`config.mk`:
```
export PLATFORM = sky130hd
export DESIGN_NAME = mpe_midi_message_parser
export DESIGN_NICKNAME = d
export VERILOG_FILES = /design/src/hw/rtl/mmp_pkg.sv /design/src/hw/rtl/mpe_midi_message_parser.sv /design/src/hw/rtl/mmp_in_reg.sv /design/src/hw/rtl/mmp_decode.sv /design/src/hw/rtl/mmp_out_reg.sv
export SDC_FILE = /design/constraint.sdc
export NUM_CORES = 1
export LEC_CHECK = 0
export BUFFER_PORTS_ARGS = -buffer_cell sky130_fd_sc_hd__buf_2
export CAP_MARGIN = 20
export CORE_ASPECT_RATIO = 1.5
export CORE_MARGIN = 2
export CORE_UTILIZATION = 55
export DETAILED_ROUTE_END_ITERATION = 8
export HOLD_SLACK_MARGIN = 0.06
export PLACE_DENSITY = 0.82
export SYNTH_ARGS = -nofsm -noshare
export SYNTH_HDL_FRONTEND = slang
export SYNTH_SLANG_ARGS = --single-unit
```
`constraint.sdc`:
```
create_clock -name clk -period 17 [get_ports clk]
set_clock_uncertainty 0.1 [all_clocks]
set_input_delay 3.4 -clock clk [delete_from_list [all_inputs] [get_ports clk]]
set_output_delay 3.4 -clock clk [all_outputs]
set_load 0.05 [all_outputs]
```
`src/hw/rtl/mmp_pkg.sv`:
```
// ----------------------------------------------------------------------------
// MPE MIDI message parser package
// Shared types, message kind codes and status constants.
// ----------------------------------------------------------------------------
package mmp_pkg;

    // Number of ports that a nonzero selector may name.
    localparam int PORT_COUNT = 16;

    localparam int BYTE_W    = 8;
    localparam int PORT_W    = 4;
    localparam int SEL_W     = 5;
    localparam int KIND_W    = 3;
    localparam int CHAN_W    = 4;
    localparam int DATA_W    = 7;
    localparam int BEND_W    = 14;
    localparam int TDATA_IN_W  = 8;
    localparam int TUSER_IN_W  = 4;
    localparam int TDATA_OUT_W = 40;
    localparam int TUSER_OUT_W = 3;

    // Status high nibbles that open a message.
    localparam logic [3:0] STATUS_NOTE_OFF = 4'h8;
    localparam logic [3:0] STATUS_NOTE_ON  = 4'h9;
    localparam logic [3:0] STATUS_CC       = 4'hB;
    localparam logic [3:0] STATUS_PRESSURE = 4'hD;
    localparam logic [3:0] STATUS_BEND     = 4'hE;

    localparam logic [DATA_W-1:0] SLIDE_CC = 7'd74;

    typedef enum logic [KIND_W-1:0] {
        KIND_NOTE_ON  = 3'd0,
        KIND_NOTE_OFF = 3'd1,
        KIND_PRESSURE = 3'd2,
        KIND_SLIDE    = 3'd3,
        KIND_BEND     = 3'd4,
        KIND_NONE     = 3'd7
    } kind_t;

    typedef struct packed {
        logic [BYTE_W-1:0] midi_byte;
        logic [PORT_W-1:0] port;
    } in_item_t;

    typedef struct packed {
        logic [KIND_W-1:0] kind;
        logic [CHAN_W-1:0] channel;
        logic [DATA_W-1:0] key;
        logic [DATA_W-1:0] amount;
        logic [BEND_W-1:0] bend_value;
        logic [SEL_W-1:0]  port_number;
    } result_t;

    // Handshake between the decoder and its neighbor stages.
    typedef struct packed {
        logic in_valid;
        logic out_free;
    } dec_ctrl_t;

endpackage

```
`src/hw/rtl/mpe_midi_message_parser.sv`:
```
// ----------------------------------------------------------------------------
// MPE MIDI message parser
// Decodes MPE member-channel voice messages from a stream of tagged bytes.
// ----------------------------------------------------------------------------
//  Channel  Direction  Signals               Contents (lowest bit first)
//  s_*      in         tvalid tready tdata   tdata: midi_byte[7:0]
//                      tuser                 tuser: port[3:0]
//  m_*      out        tvalid tready tdata   tdata: channel, key, amount,
//                      tuser                        bend_value, port_number
//                                            tuser: kind[2:0]
//  cfg_*    in         we wdata              port_select[4:0]
//
// One word is decoded per cycle unless a word that completes a message waits
// for the result register; m_tvalid is driven from the result register.
// The decode is a single combinational pass between the input register and
// the result register.
// A full result register stalls only words that complete a message.
// Reset clears the parser to idle and the port selector to zero.
// ----------------------------------------------------------------------------
module mpe_midi_message_parser
(
    input  logic                                 clk,
    input  logic                                 rst_n,
    input  logic                                 s_tvalid,
    output logic                                 s_tready,
    input  logic [mmp_pkg::TDATA_IN_W-1:0]       s_tdata,  // midi_byte[7:0]
    input  logic [mmp_pkg::TUSER_IN_W-1:0]       s_tuser,  // port[3:0]
    output logic                                 m_tvalid,
    input  logic                                 m_tready,
    // channel[3:0], key[10:4], amount[17:11], bend_value[31:18],
    // port_number[36:32], zero[39:37]
    output logic [mmp_pkg::TDATA_OUT_W-1:0]      m_tdata,
    output logic [mmp_pkg::TUSER_OUT_W-1:0]      m_tuser,  // kind[2:0]
    input  logic                                 cfg_we,
    input  logic [mmp_pkg::SEL_W-1:0]            cfg_wdata
);

    mmp_pkg::in_item_t  s_item;
    mmp_pkg::in_item_t  item;
    logic               item_valid;
    logic               consume;
    logic               res_valid;
    mmp_pkg::result_t   res;
    logic               out_free;
    mmp_pkg::dec_ctrl_t ctrl;

    assign s_item.midi_byte = s_tdata;
    assign s_item.port      = s_tuser;

    assign ctrl.in_valid = item_valid;
    assign ctrl.out_free = out_free;

    mmp_in_reg u_in_reg
    (
        .clk        (clk),
        .rst_n      (rst_n),
        .s_tvalid   (s_tvalid),
        .s_tready   (s_tready),
        .s_item     (s_item),
        .consume    (consume),
        .item_valid (item_valid),
        .item       (item)
    );

    mmp_decode u_decode
    (
        .clk       (clk),
        .rst_n     (rst_n),
        .cfg_we    (cfg_we),
        .cfg_wdata (cfg_wdata),
        .ctrl      (ctrl),
        .item      (item),
        .consume   (consume),
        .res_valid (res_valid),
        .res       (res)
    );

    mmp_out_reg u_out_reg
    (
        .clk       (clk),
        .rst_n     (rst_n),
        .res_valid (res_valid),
        .res       (res),
        .out_free  (out_free),
        .m_tvalid  (m_tvalid),
        .m_tready  (m_tready),
        .m_tdata   (m_tdata),
        .m_tuser   (m_tuser)
    );

endmodule

```
`src/hw/rtl/mmp_in_reg.sv`:
```
// ----------------------------------------------------------------------------
// MPE MIDI input register
// Holds one accepted word until the decoder consumes it.
// ----------------------------------------------------------------------------
module mmp_in_reg
(
    input  logic              clk,
    input  logic              rst_n,
    input  logic              s_tvalid,
    output logic              s_tready,
    input  mmp_pkg::in_item_t s_item,
    input  logic              consume,
    output logic              item_valid,
    output mmp_pkg::in_item_t item
);

    logic              valid_reg;
    logic              valid_next;
    mmp_pkg::in_item_t item_reg;

    // The register frees up in the same cycle that its word is consumed.
    assign s_tready   = !valid_reg || consume;
    assign valid_next = (s_tvalid && s_tready) ? 1'b1 : (consume ? 1'b0 : valid_reg);

    always_ff @(posedge clk or negedge rst_n)
    begin
        if (!rst_n)
        begin
            valid_reg <= 1'b0;
        end
        else
        begin
            valid_reg <= valid_next;
        end
    end

    always_ff @(posedge clk)
    begin
        if (s_tvalid && s_tready)
        begin
            item_reg <= s_item;
        end
    end

    assign item_valid = valid_reg;
    assign item       = item_reg;

endmodule

```
`src/hw/rtl/mmp_decode.sv`:
```
// ----------------------------------------------------------------------------
// MPE MIDI decoder
// Parser state, port filter and the single-pass decode of one byte.
// ----------------------------------------------------------------------------
module mmp_decode
(
    input  logic                           clk,
    input  logic                           rst_n,
    input  logic                           cfg_we,
    input  logic [mmp_pkg::SEL_W-1:0]      cfg_wdata,
    input  mmp_pkg::dec_ctrl_t             ctrl,
    input  mmp_pkg::in_item_t              item,
    output logic                           consume,
    output logic                           res_valid,
    output mmp_pkg::result_t               res
);

    logic [mmp_pkg::SEL_W-1:0]  port_select_reg;
    logic                       ready_flag_reg;
    logic                       ready_flag_next;
    mmp_pkg::kind_t             msg_kind_reg;
    mmp_pkg::kind_t             msg_kind_next;
    logic [mmp_pkg::CHAN_W-1:0] held_channel_reg;
    logic [mmp_pkg::CHAN_W-1:0] held_channel_next;
    logic [mmp_pkg::DATA_W-1:0] first_data_reg;
    logic [mmp_pkg::DATA_W-1:0] first_data_next;

    logic [mmp_pkg::SEL_W-1:0]  pnum;
    logic                       port_match;
    logic                       is_status;
    logic [3:0]                 status_hi;
    logic [3:0]                 status_lo;
    logic [mmp_pkg::DATA_W-1:0] data;
    logic                       produce;
    logic                       is_note;
    logic                       is_bend;

    assign pnum       = mmp_pkg::SEL_W'(item.port) + 1'b1;
    assign port_match = (port_select_reg == '0)
                     || ((int'(port_select_reg) <= mmp_pkg::PORT_COUNT)
                         && (port_select_reg == pnum));
    assign is_status  = item.midi_byte[7];
    assign status_hi  = item.midi_byte[7:4];
    assign status_lo  = item.midi_byte[3:0];
    assign data       = item.midi_byte[mmp_pkg::DATA_W-1:0];

    assign produce = port_match && !is_status && (msg_kind_reg != mmp_pkg::KIND_NONE)
                  && ready_flag_reg;

    // A byte that makes no result never waits for the output stage.
    assign consume   = ctrl.in_valid && (!produce || ctrl.out_free);
    assign res_valid = consume && produce;

    assign is_note = (msg_kind_reg == mmp_pkg::KIND_NOTE_ON)
                  || (msg_kind_reg == mmp_pkg::KIND_NOTE_OFF);
    assign is_bend = (msg_kind_reg == mmp_pkg::KIND_BEND);

    always_comb
    begin
        res.kind        = msg_kind_reg;
        res.channel     = held_channel_reg;
        res.key         = is_note ? first_data_reg : '0;
        res.amount      = is_bend ? '0 : data;
        res.bend_value  = is_bend ? {data, first_data_reg} : '0;
        res.port_number = pnum;
    end

    always_comb
    begin
        ready_flag_next   = ready_flag_reg;
        msg_kind_next     = msg_kind_reg;
        held_channel_next = held_channel_reg;
        first_data_next   = first_data_reg;
        if (port_match)
        begin
            if (is_status)
            begin
                ready_flag_next = 1'b0;
                msg_kind_next   = mmp_pkg::KIND_NONE;
                if (status_lo != 4'h0)
                begin
                    case (status_hi)
                        mmp_pkg::STATUS_NOTE_OFF: msg_kind_next = mmp_pkg::KIND_NOTE_OFF;
                        mmp_pkg::STATUS_NOTE_ON:  msg_kind_next = mmp_pkg::KIND_NOTE_ON;
                        mmp_pkg::STATUS_CC:       msg_kind_next = mmp_pkg::KIND_SLIDE;
                        mmp_pkg::STATUS_PRESSURE:
                        begin
                            msg_kind_next   = mmp_pkg::KIND_PRESSURE;
                            ready_flag_next = 1'b1;
                        end
                        mmp_pkg::STATUS_BEND:     msg_kind_next = mmp_pkg::KIND_BEND;
                        default:                  msg_kind_next = mmp_pkg::KIND_NONE;
                    endcase
                    if (msg_kind_next != mmp_pkg::KIND_NONE)
                    begin
                        held_channel_next = status_lo - 1'b1;
                    end
                end
            end
            else if (msg_kind_reg != mmp_pkg::KIND_NONE)
            begin
                if (ready_flag_reg)
                begin
                    ready_flag_next = 1'b0;
                    msg_kind_next   = mmp_pkg::KIND_NONE;
                end
                else if (msg_kind_reg == mmp_pkg::KIND_SLIDE)
                begin
                    // Other controller numbers are skipped; keep looking.
                    if (data == mmp_pkg::SLIDE_CC)
                    begin
                        ready_flag_next = 1'b1;
                    end
                end
                else
                begin
                    first_data_next = data;
                    ready_flag_next = 1'b1;
                end
            end
        end
    end

    always_ff @(posedge clk or negedge rst_n)
    begin
        if (!rst_n)
        begin
            port_select_reg  <= '0;
            ready_flag_reg   <= 1'b0;
            msg_kind_reg     <= mmp_pkg::KIND_NONE;
            held_channel_reg <= '0;
            first_data_reg   <= '0;
        end
        else
        begin
            if (cfg_we)
            begin
                port_select_reg <= cfg_wdata;
            end
            if (consume)
            begin
                ready_flag_reg   <= ready_flag_next;
                msg_kind_reg     <= msg_kind_next;
                held_channel_reg <= held_channel_next;
                first_data_reg   <= first_data_next;
            end
        end
    end

    // A pending completion always has a message behind it.
    a_ready_has_kind: assert property (@(posedge clk) disable iff (!rst_n)
        ready_flag_reg |-> (msg_kind_reg != mmp_pkg::KIND_NONE))
        else $error("ready flag set with no message pending");

    // Emitting a result returns the parser to idle.
    a_result_clears: assert property (@(posedge clk) disable iff (!rst_n)
        res_valid |=> ((msg_kind_reg == mmp_pkg::KIND_NONE) && !ready_flag_reg))
        else $error("parser not idle after a result");

    // A result is never issued while the output stage is full.
    a_result_room: assert property (@(posedge clk) disable iff (!rst_n)
        res_valid |-> ctrl.out_free)
        else $error("result issued with no room downstream");

endmodule

```
`src/hw/rtl/mmp_out_reg.sv`:
```
// ----------------------------------------------------------------------------
// MPE MIDI output register
// Holds one result word until the downstream side takes it.
// ----------------------------------------------------------------------------
module mmp_out_reg
(
    input  logic                                 clk,
    input  logic                                 rst_n,
    input  logic                                 res_valid,
    input  mmp_pkg::result_t                     res,
    output logic                                 out_free,
    output logic                                 m_tvalid,
    input  logic                                 m_tready,
    output logic [mmp_pkg::TDATA_OUT_W-1:0]      m_tdata,
    output logic [mmp_pkg::TUSER_OUT_W-1:0]      m_tuser
);

    logic             valid_reg;
    logic             valid_next;
    mmp_pkg::result_t res_reg;

    assign out_free   = !valid_reg || m_tready;
    assign valid_next = res_valid ? 1'b1 : (m_tready ? 1'b0 : valid_reg);

    always_ff @(posedge clk or negedge rst_n)
    begin
        if (!rst_n)
        begin
            valid_reg <= 1'b0;
        end
        else
        begin
            valid_reg <= valid_next;
        end
    end

    always_ff @(posedge clk)
    begin
        if (res_valid)
        begin
            res_reg <= res;
        end
    end

    assign m_tvalid = valid_reg;
    assign m_tuser  = res_reg.kind;
    assign m_tdata  = {3'b000, res_reg.port_number, res_reg.bend_value,
                       res_reg.amount, res_reg.key, res_reg.channel};

endmodule

```
* After elaboration in Yosys (flattened, before gate mapping) *
Index checks and enable logic that the tools add are counted.

cells by class
  equal/unequal tests = 12
  multiplexer cells = 19
  bitwise gates (word level) = 3
  magnitude comparators = 1
  reduce and logical (&&, ||, !) cells = 27
  add/sub/neg operators = 2

operators with widths
  cell                   number
  $mux W3                7
  $eq A4 B4 Y1 const B   5
  $pmux W3 S5            1
  $mux W1                11
  $reduce_bool A2 Y1     4
  $eq A7 B7 Y1 const B   1
  $logic_and A1 B1 Y1    7
  $ne A3 B3 Y1 const B   2
  $reduce_and A6 Y1      1
  $add A4 B1 Y5 const B  1
  $eq A5 B5 Y1           1
  $le A5 B5 Y1 const B   1
  $logic_not A5 Y1       1
  $logic_or A1 B1 Y1     5
  $reduce_and A5 Y1      1
  $logic_not A1 Y1       4
  $reduce_and A4 Y1      1
  $reduce_bool A4 Y1     1
  $sub A4 B1 Y4 const B  1
  $eq A3 B1 Y1 const B   1
  $eq A3 B2 Y1 const B   1
  $eq A3 B3 Y1 const B   1
  $logic_not A3 Y1       1
  $not A1 Y1             3
  $reduce_and A3 Y1      1

word-level totals
  bits of input ports = 22
  register bits after elaboration = 74
  output and inout port bits = 45
  word-level logic and storage cells = 79

* Logic depth before layout (Yosys ltp) *
  depth after elaboration = 13
  depth in mapped cells = 8

* Modules after synthesis *
From an unflattened synthesis, not the netlist that was laid out.

second synthesis, totals
  cell total of the unflattened synthesis = 201
  area, all modules = 3064.2 µm²

by module, submodules not included
  module       times used  area each (µm²)  cells each  sequential area each (µm²)
  mmp_decode   1           1375.1           138         504.2
  mmp_out_reg  1           1275.0           47          1226.2
  mmp_in_reg   1           414.1            16          385.4

* Least setup slack after synthesis *
OpenSTA, ideal clock, no wires.

  path type = input-to-reg
  start = in m_tready
  end = reg u_out_reg.res_reg, in the netlist u_out_reg.m_tdata[0] (enable)
  stages = 2
  setup time = 0.537 ns
  setup slack = 9.108 ns
  data arrival time = 7.255 ns
  cells stage by stage = nor2b_1 nor4_1

on the way
  word-level cells in the longest chain between the ends = 4

RTL lines
  element               RTL line                       source
  from (decl)           mpe_midi_message_parser.sv:29  input logic m_tready,
  $logic_or A1 B1 Y1    mmp_out_reg.sv:22              assign out_free = !valid_reg || m_tready;
  $logic_or A1 B1 Y1    mmp_decode.sv:51               assign consume = ctrl.in_valid && (!produce || ctrl.out_free);
  $logic_and A1 B1 Y1   mmp_decode.sv:51
  $logic_and A1 B1 Y1   mmp_decode.sv:52               assign res_valid = consume && produce;
  net res_valid         mpe_midi_message_parser.sv:42  logic res_valid;
  to (signal assigned)  mmp_out_reg.sv:41              res_reg <= res;
  to (decl)             mmp_out_reg.sv:20              mmp_pkg::result_t res_reg;

The timed path passes the listed nets, and every way through them passes these cells.
A chain may end at the register's enable or synchronous reset.

* Worst setup path in the final report *
  start = in m_tready
  end = out s_tready

on the way
  word-level cells in the longest chain between the ends = 4

RTL lines
  element              RTL line                       source
  $logic_or A1 B1 Y1   mmp_out_reg.sv:22
  $logic_or A1 B1 Y1   mmp_decode.sv:51
  $logic_and A1 B1 Y1  mmp_decode.sv:51
  $logic_or A1 B1 Y1   mmp_in_reg.sv:22               assign s_tready = !valid_reg || consume;
  to (decl)            mpe_midi_message_parser.sv:25  output logic s_tready,

Every way passes these cells.

==> summary.txt <==
Route
  – Routed Antenna Nets: 0
  – DR iter-0 viols: 48
  – Vias/cell: 4.959
  – DRC: 0
  – Detailed Route WL: 4644 um
  – Vias: 1706
  – Routed WL per cell: 13.50 um
  – Pre-antenna DRT Iters: 4

Floorplanning
  – Core Footprint: 5368 um^2
  – Starting Density: 0.5636
  – # rows: 33
  – I/O pin cnt: 67
  – Die Ht: around 95 um
  – Die ar.: 6122 um^2
  – Die X: 64.56 um

Logic synthesis
  – YS warnings: 0
  – Async SR Flop Fraction: 0.2973
  – Netlist cell types: 43
  – Avg Synthesized Cell Area: 15.28 um^2
  – Post-synth EDFFs: between 50 and 60
  – Post-Syn Instances: 198
  – Seq/Total Area, Yosys: 0.6993
  – Ys flop type: edfxtp_1
  – Post-synthesis register bit count: 74
  – Synthesized area: just over 3000 um^2

Timing
  – Hold Fails Final Rpt: 0
  – Worst Tran Pin Value: 1.034 ns
  – Pins Over Slew Limit: 0
  – Max Clk Rate: 127.7 MHz
  – Total Neg Setup Slack: 0 ns
  – Fin crit period: 7.829 ns
  – Final setup fails: 0
  – Final worst path period share: 0.4605
  – RSZ-0062 raised after global routing: no
  – Hold_ws: 0.3568 ns
  – Slew headroom: 0.3075

Layout
  – NumNets Final: approximately 290
  – Non-Filler Instances: 344
  – Most frequent cells in the layout: 63 x buf_2, 52 x edfxtp_1, 21 x and2_1, 19 x dfrtp_1, 11 x mux2_2
  – Register area: between 2000 and 2500 um^2
  – Leading cell type in the layout, fill and taps excluded: buf_2
  – Area growth syn-to-layout: 19.35%
  – # fillers: approximately 390
  – Layout cell share with drive strength beyond 1: 0.3869
  – Max reg flops: 37
  – Final Util: 0.6727
  – Multi-input logic area: 853.3 um^2
  – Diode count: 0

Power and ir drop
  – Combinational share of power: 0.128
  – Power share of the clock group: 0.310
  – Internal power: a little over 0.3 mW
  – Switching power: 0.1051 mW
  – Sw Ratio: 0.2533
  – Seq pwr share: 0.562
  – Peak supply drop: 66.92 uV
  – Total power: approximately 0.42 mW
  – Pwr Density: about 110 nW/um^2
  – LEAKAGE: around 1.5 nW

GRT
  – Vias in the first global route: 1628
  – Total congestion overflow: 0
  – GRT Overall Usage: 0.1745
  – First-pass GRT wire length: approximately 7600 um
  – Largest net degree at the start of global routing: 41
  – Initial antenna violation count: 0

Clock tree
  – Postcts setup bufs: 0
  – Hold-fix buffers, CTS: 0
  – Root Driver: clkbuf_8
  – Clock insertion delay at the later pin of the skew report: 0.34 ns
  – PostCTS Resize Cnt: 0
  – H-Tree Depth: 3
  – Reg clk slew, reported paths: ~0.070 ns
  – CTS tree: yes
  – Num CTS Buffers: 9
  – CTS Buffer Depth: 2
  – Clock tree sinks: 74

Place
  – Inst Count DP: roughly 330
  – Gp weighted congestion: 0.7625
  – DP HPWL: 3287 um
  – I/O Buffers: 63

Critical path
  – Worst-path maximum fanout: 3
  – Arrival time at the worst endpoint: 4.33 ns
  – Req. time, crit path: 13.50 ns
  – WS Path Type: in -> out
  – Worst setup SP type: input port
  – Crit end category: primary output

Flow run
  – Max Cap Viol: 0

Min path
  – Hold crit path type: reg -> reg

Outcome
  – Status: completed
[cells in the mapped netlist, drive strengths merged, types with 2 or more instances]
| library cell | number | area share |
|---|---|---|
| and2 | 21 | 0.043 |
| mux2 | 18 | 0.076 |
| inv | 8 | 0.0099 |
| and3 | 2 | 0.0041 |
| nor2b | 9 | 0.019 |
| edfxtp | 52 | 0.52 |
| o21ai | 3 | 0.0050 |
| dfstp | 3 | 0.026 |
| dfrtp | 19 | 0.16 |
| ha | 3 | 0.012 |
| nor2 | 7 | 0.0087 |
| nor3 | 3 | 0.0050 |
| buf | 4 | 0.011 |
| nand2 | 7 | 0.0087 |
| o31ai | 3 | 0.0074 |
| nand3 | 2 | 0.0050 |
| nand2b | 2 | 0.0041 |
| xor2 | 6 | 0.017 |
| clkbuf | 3 | 0.0037 |
| nor4 | 3 | 0.0062 |
[cells by family (layout without fill, tap and decap cells)]
group,count (synthesis),count (layout),synth area share
DFF,74,74,0.6993
and+or+nand+nor,63,63,0.1249
muxes,19,19,0.07899
AOI/OAI and AO/OA,16,16,0.03805
buffers and inverters,15,89,0.02481
xor gates and xnor gates,7,7,0.02027
adders and majority gates,3,3,0.01241
other,1,3,0.001240
[worst paths after layout]
path,start,to,slack [ns],cells after the start
worst max-delay path,m_tready,s_tready,9.17,5
worst min-delay path,u_decode.held_channel_reg[2],u_out_reg.m_tdata[2],0.36,0
worst max register to register,u_in_reg.item[0],u_in_reg.item[7],14.03,8
worst min register to register,u_decode.held_channel_reg[2],u_out_reg.m_tdata[2],0.36,0
max in group asynchronous,rst_n,u_decode.msg_kind_reg[1],13.53,1
min in group asynchronous,rst_n,u_out_reg.m_tvalid,2.91,1
[routing by layer]
metal,global-route usage,share of wire
met5,0,0
met2,0.3003,0.54
met4,0.08688,0.015
met3,0.06675,0.060
met1,0.1862,0.38
[critical path, cell delays in order]
cell      delay, ns
buf_2          0.11
nand2b_1       0.17
nor4_1         0.36
inv_1          0.07
buf_2          0.22
[power groups by stage]
stage | Combinational [mW] | Sequential [mW] | Clock [mW]
3_3_place_gp | 0.0512 | 0.236 | 0
2_1_floorplan | 0.0396 | 0.234 | 0
6_report | 0.0532 | 0.233 | 0.129
4_1_cts | 0.0535 | 0.233 | 0.132
3_5_place_dp | 0.0531 | 0.237 | 0
5_1_grt | 0.0589 | 0.236 | 0.139
[metrics by stage]
stage	area (um^2)	worst slack, ns
after floorplan	3033	9.108
after CTS	3603	9.173
final	3611	9.171
after global routing	3611	9.053
after detailed placement	3410	9.189
after global placement	3410	9.269
[cell type report]
| type | instances | share of cell area |
|---|---|---|
| timing repair buffer | 65 | 0.09148 |
| clock buffer | 9 | 0.03430 |
| tap | 70 | 0.02426 |
| multi-input combinational | 111 | 0.2363 |
| clock inverter | 7 | 0.01940 |
| sequential | 74 | 0.5859 |
| inverter | 8 | 0.008316 |
Power figures use the tool's default switching activity.
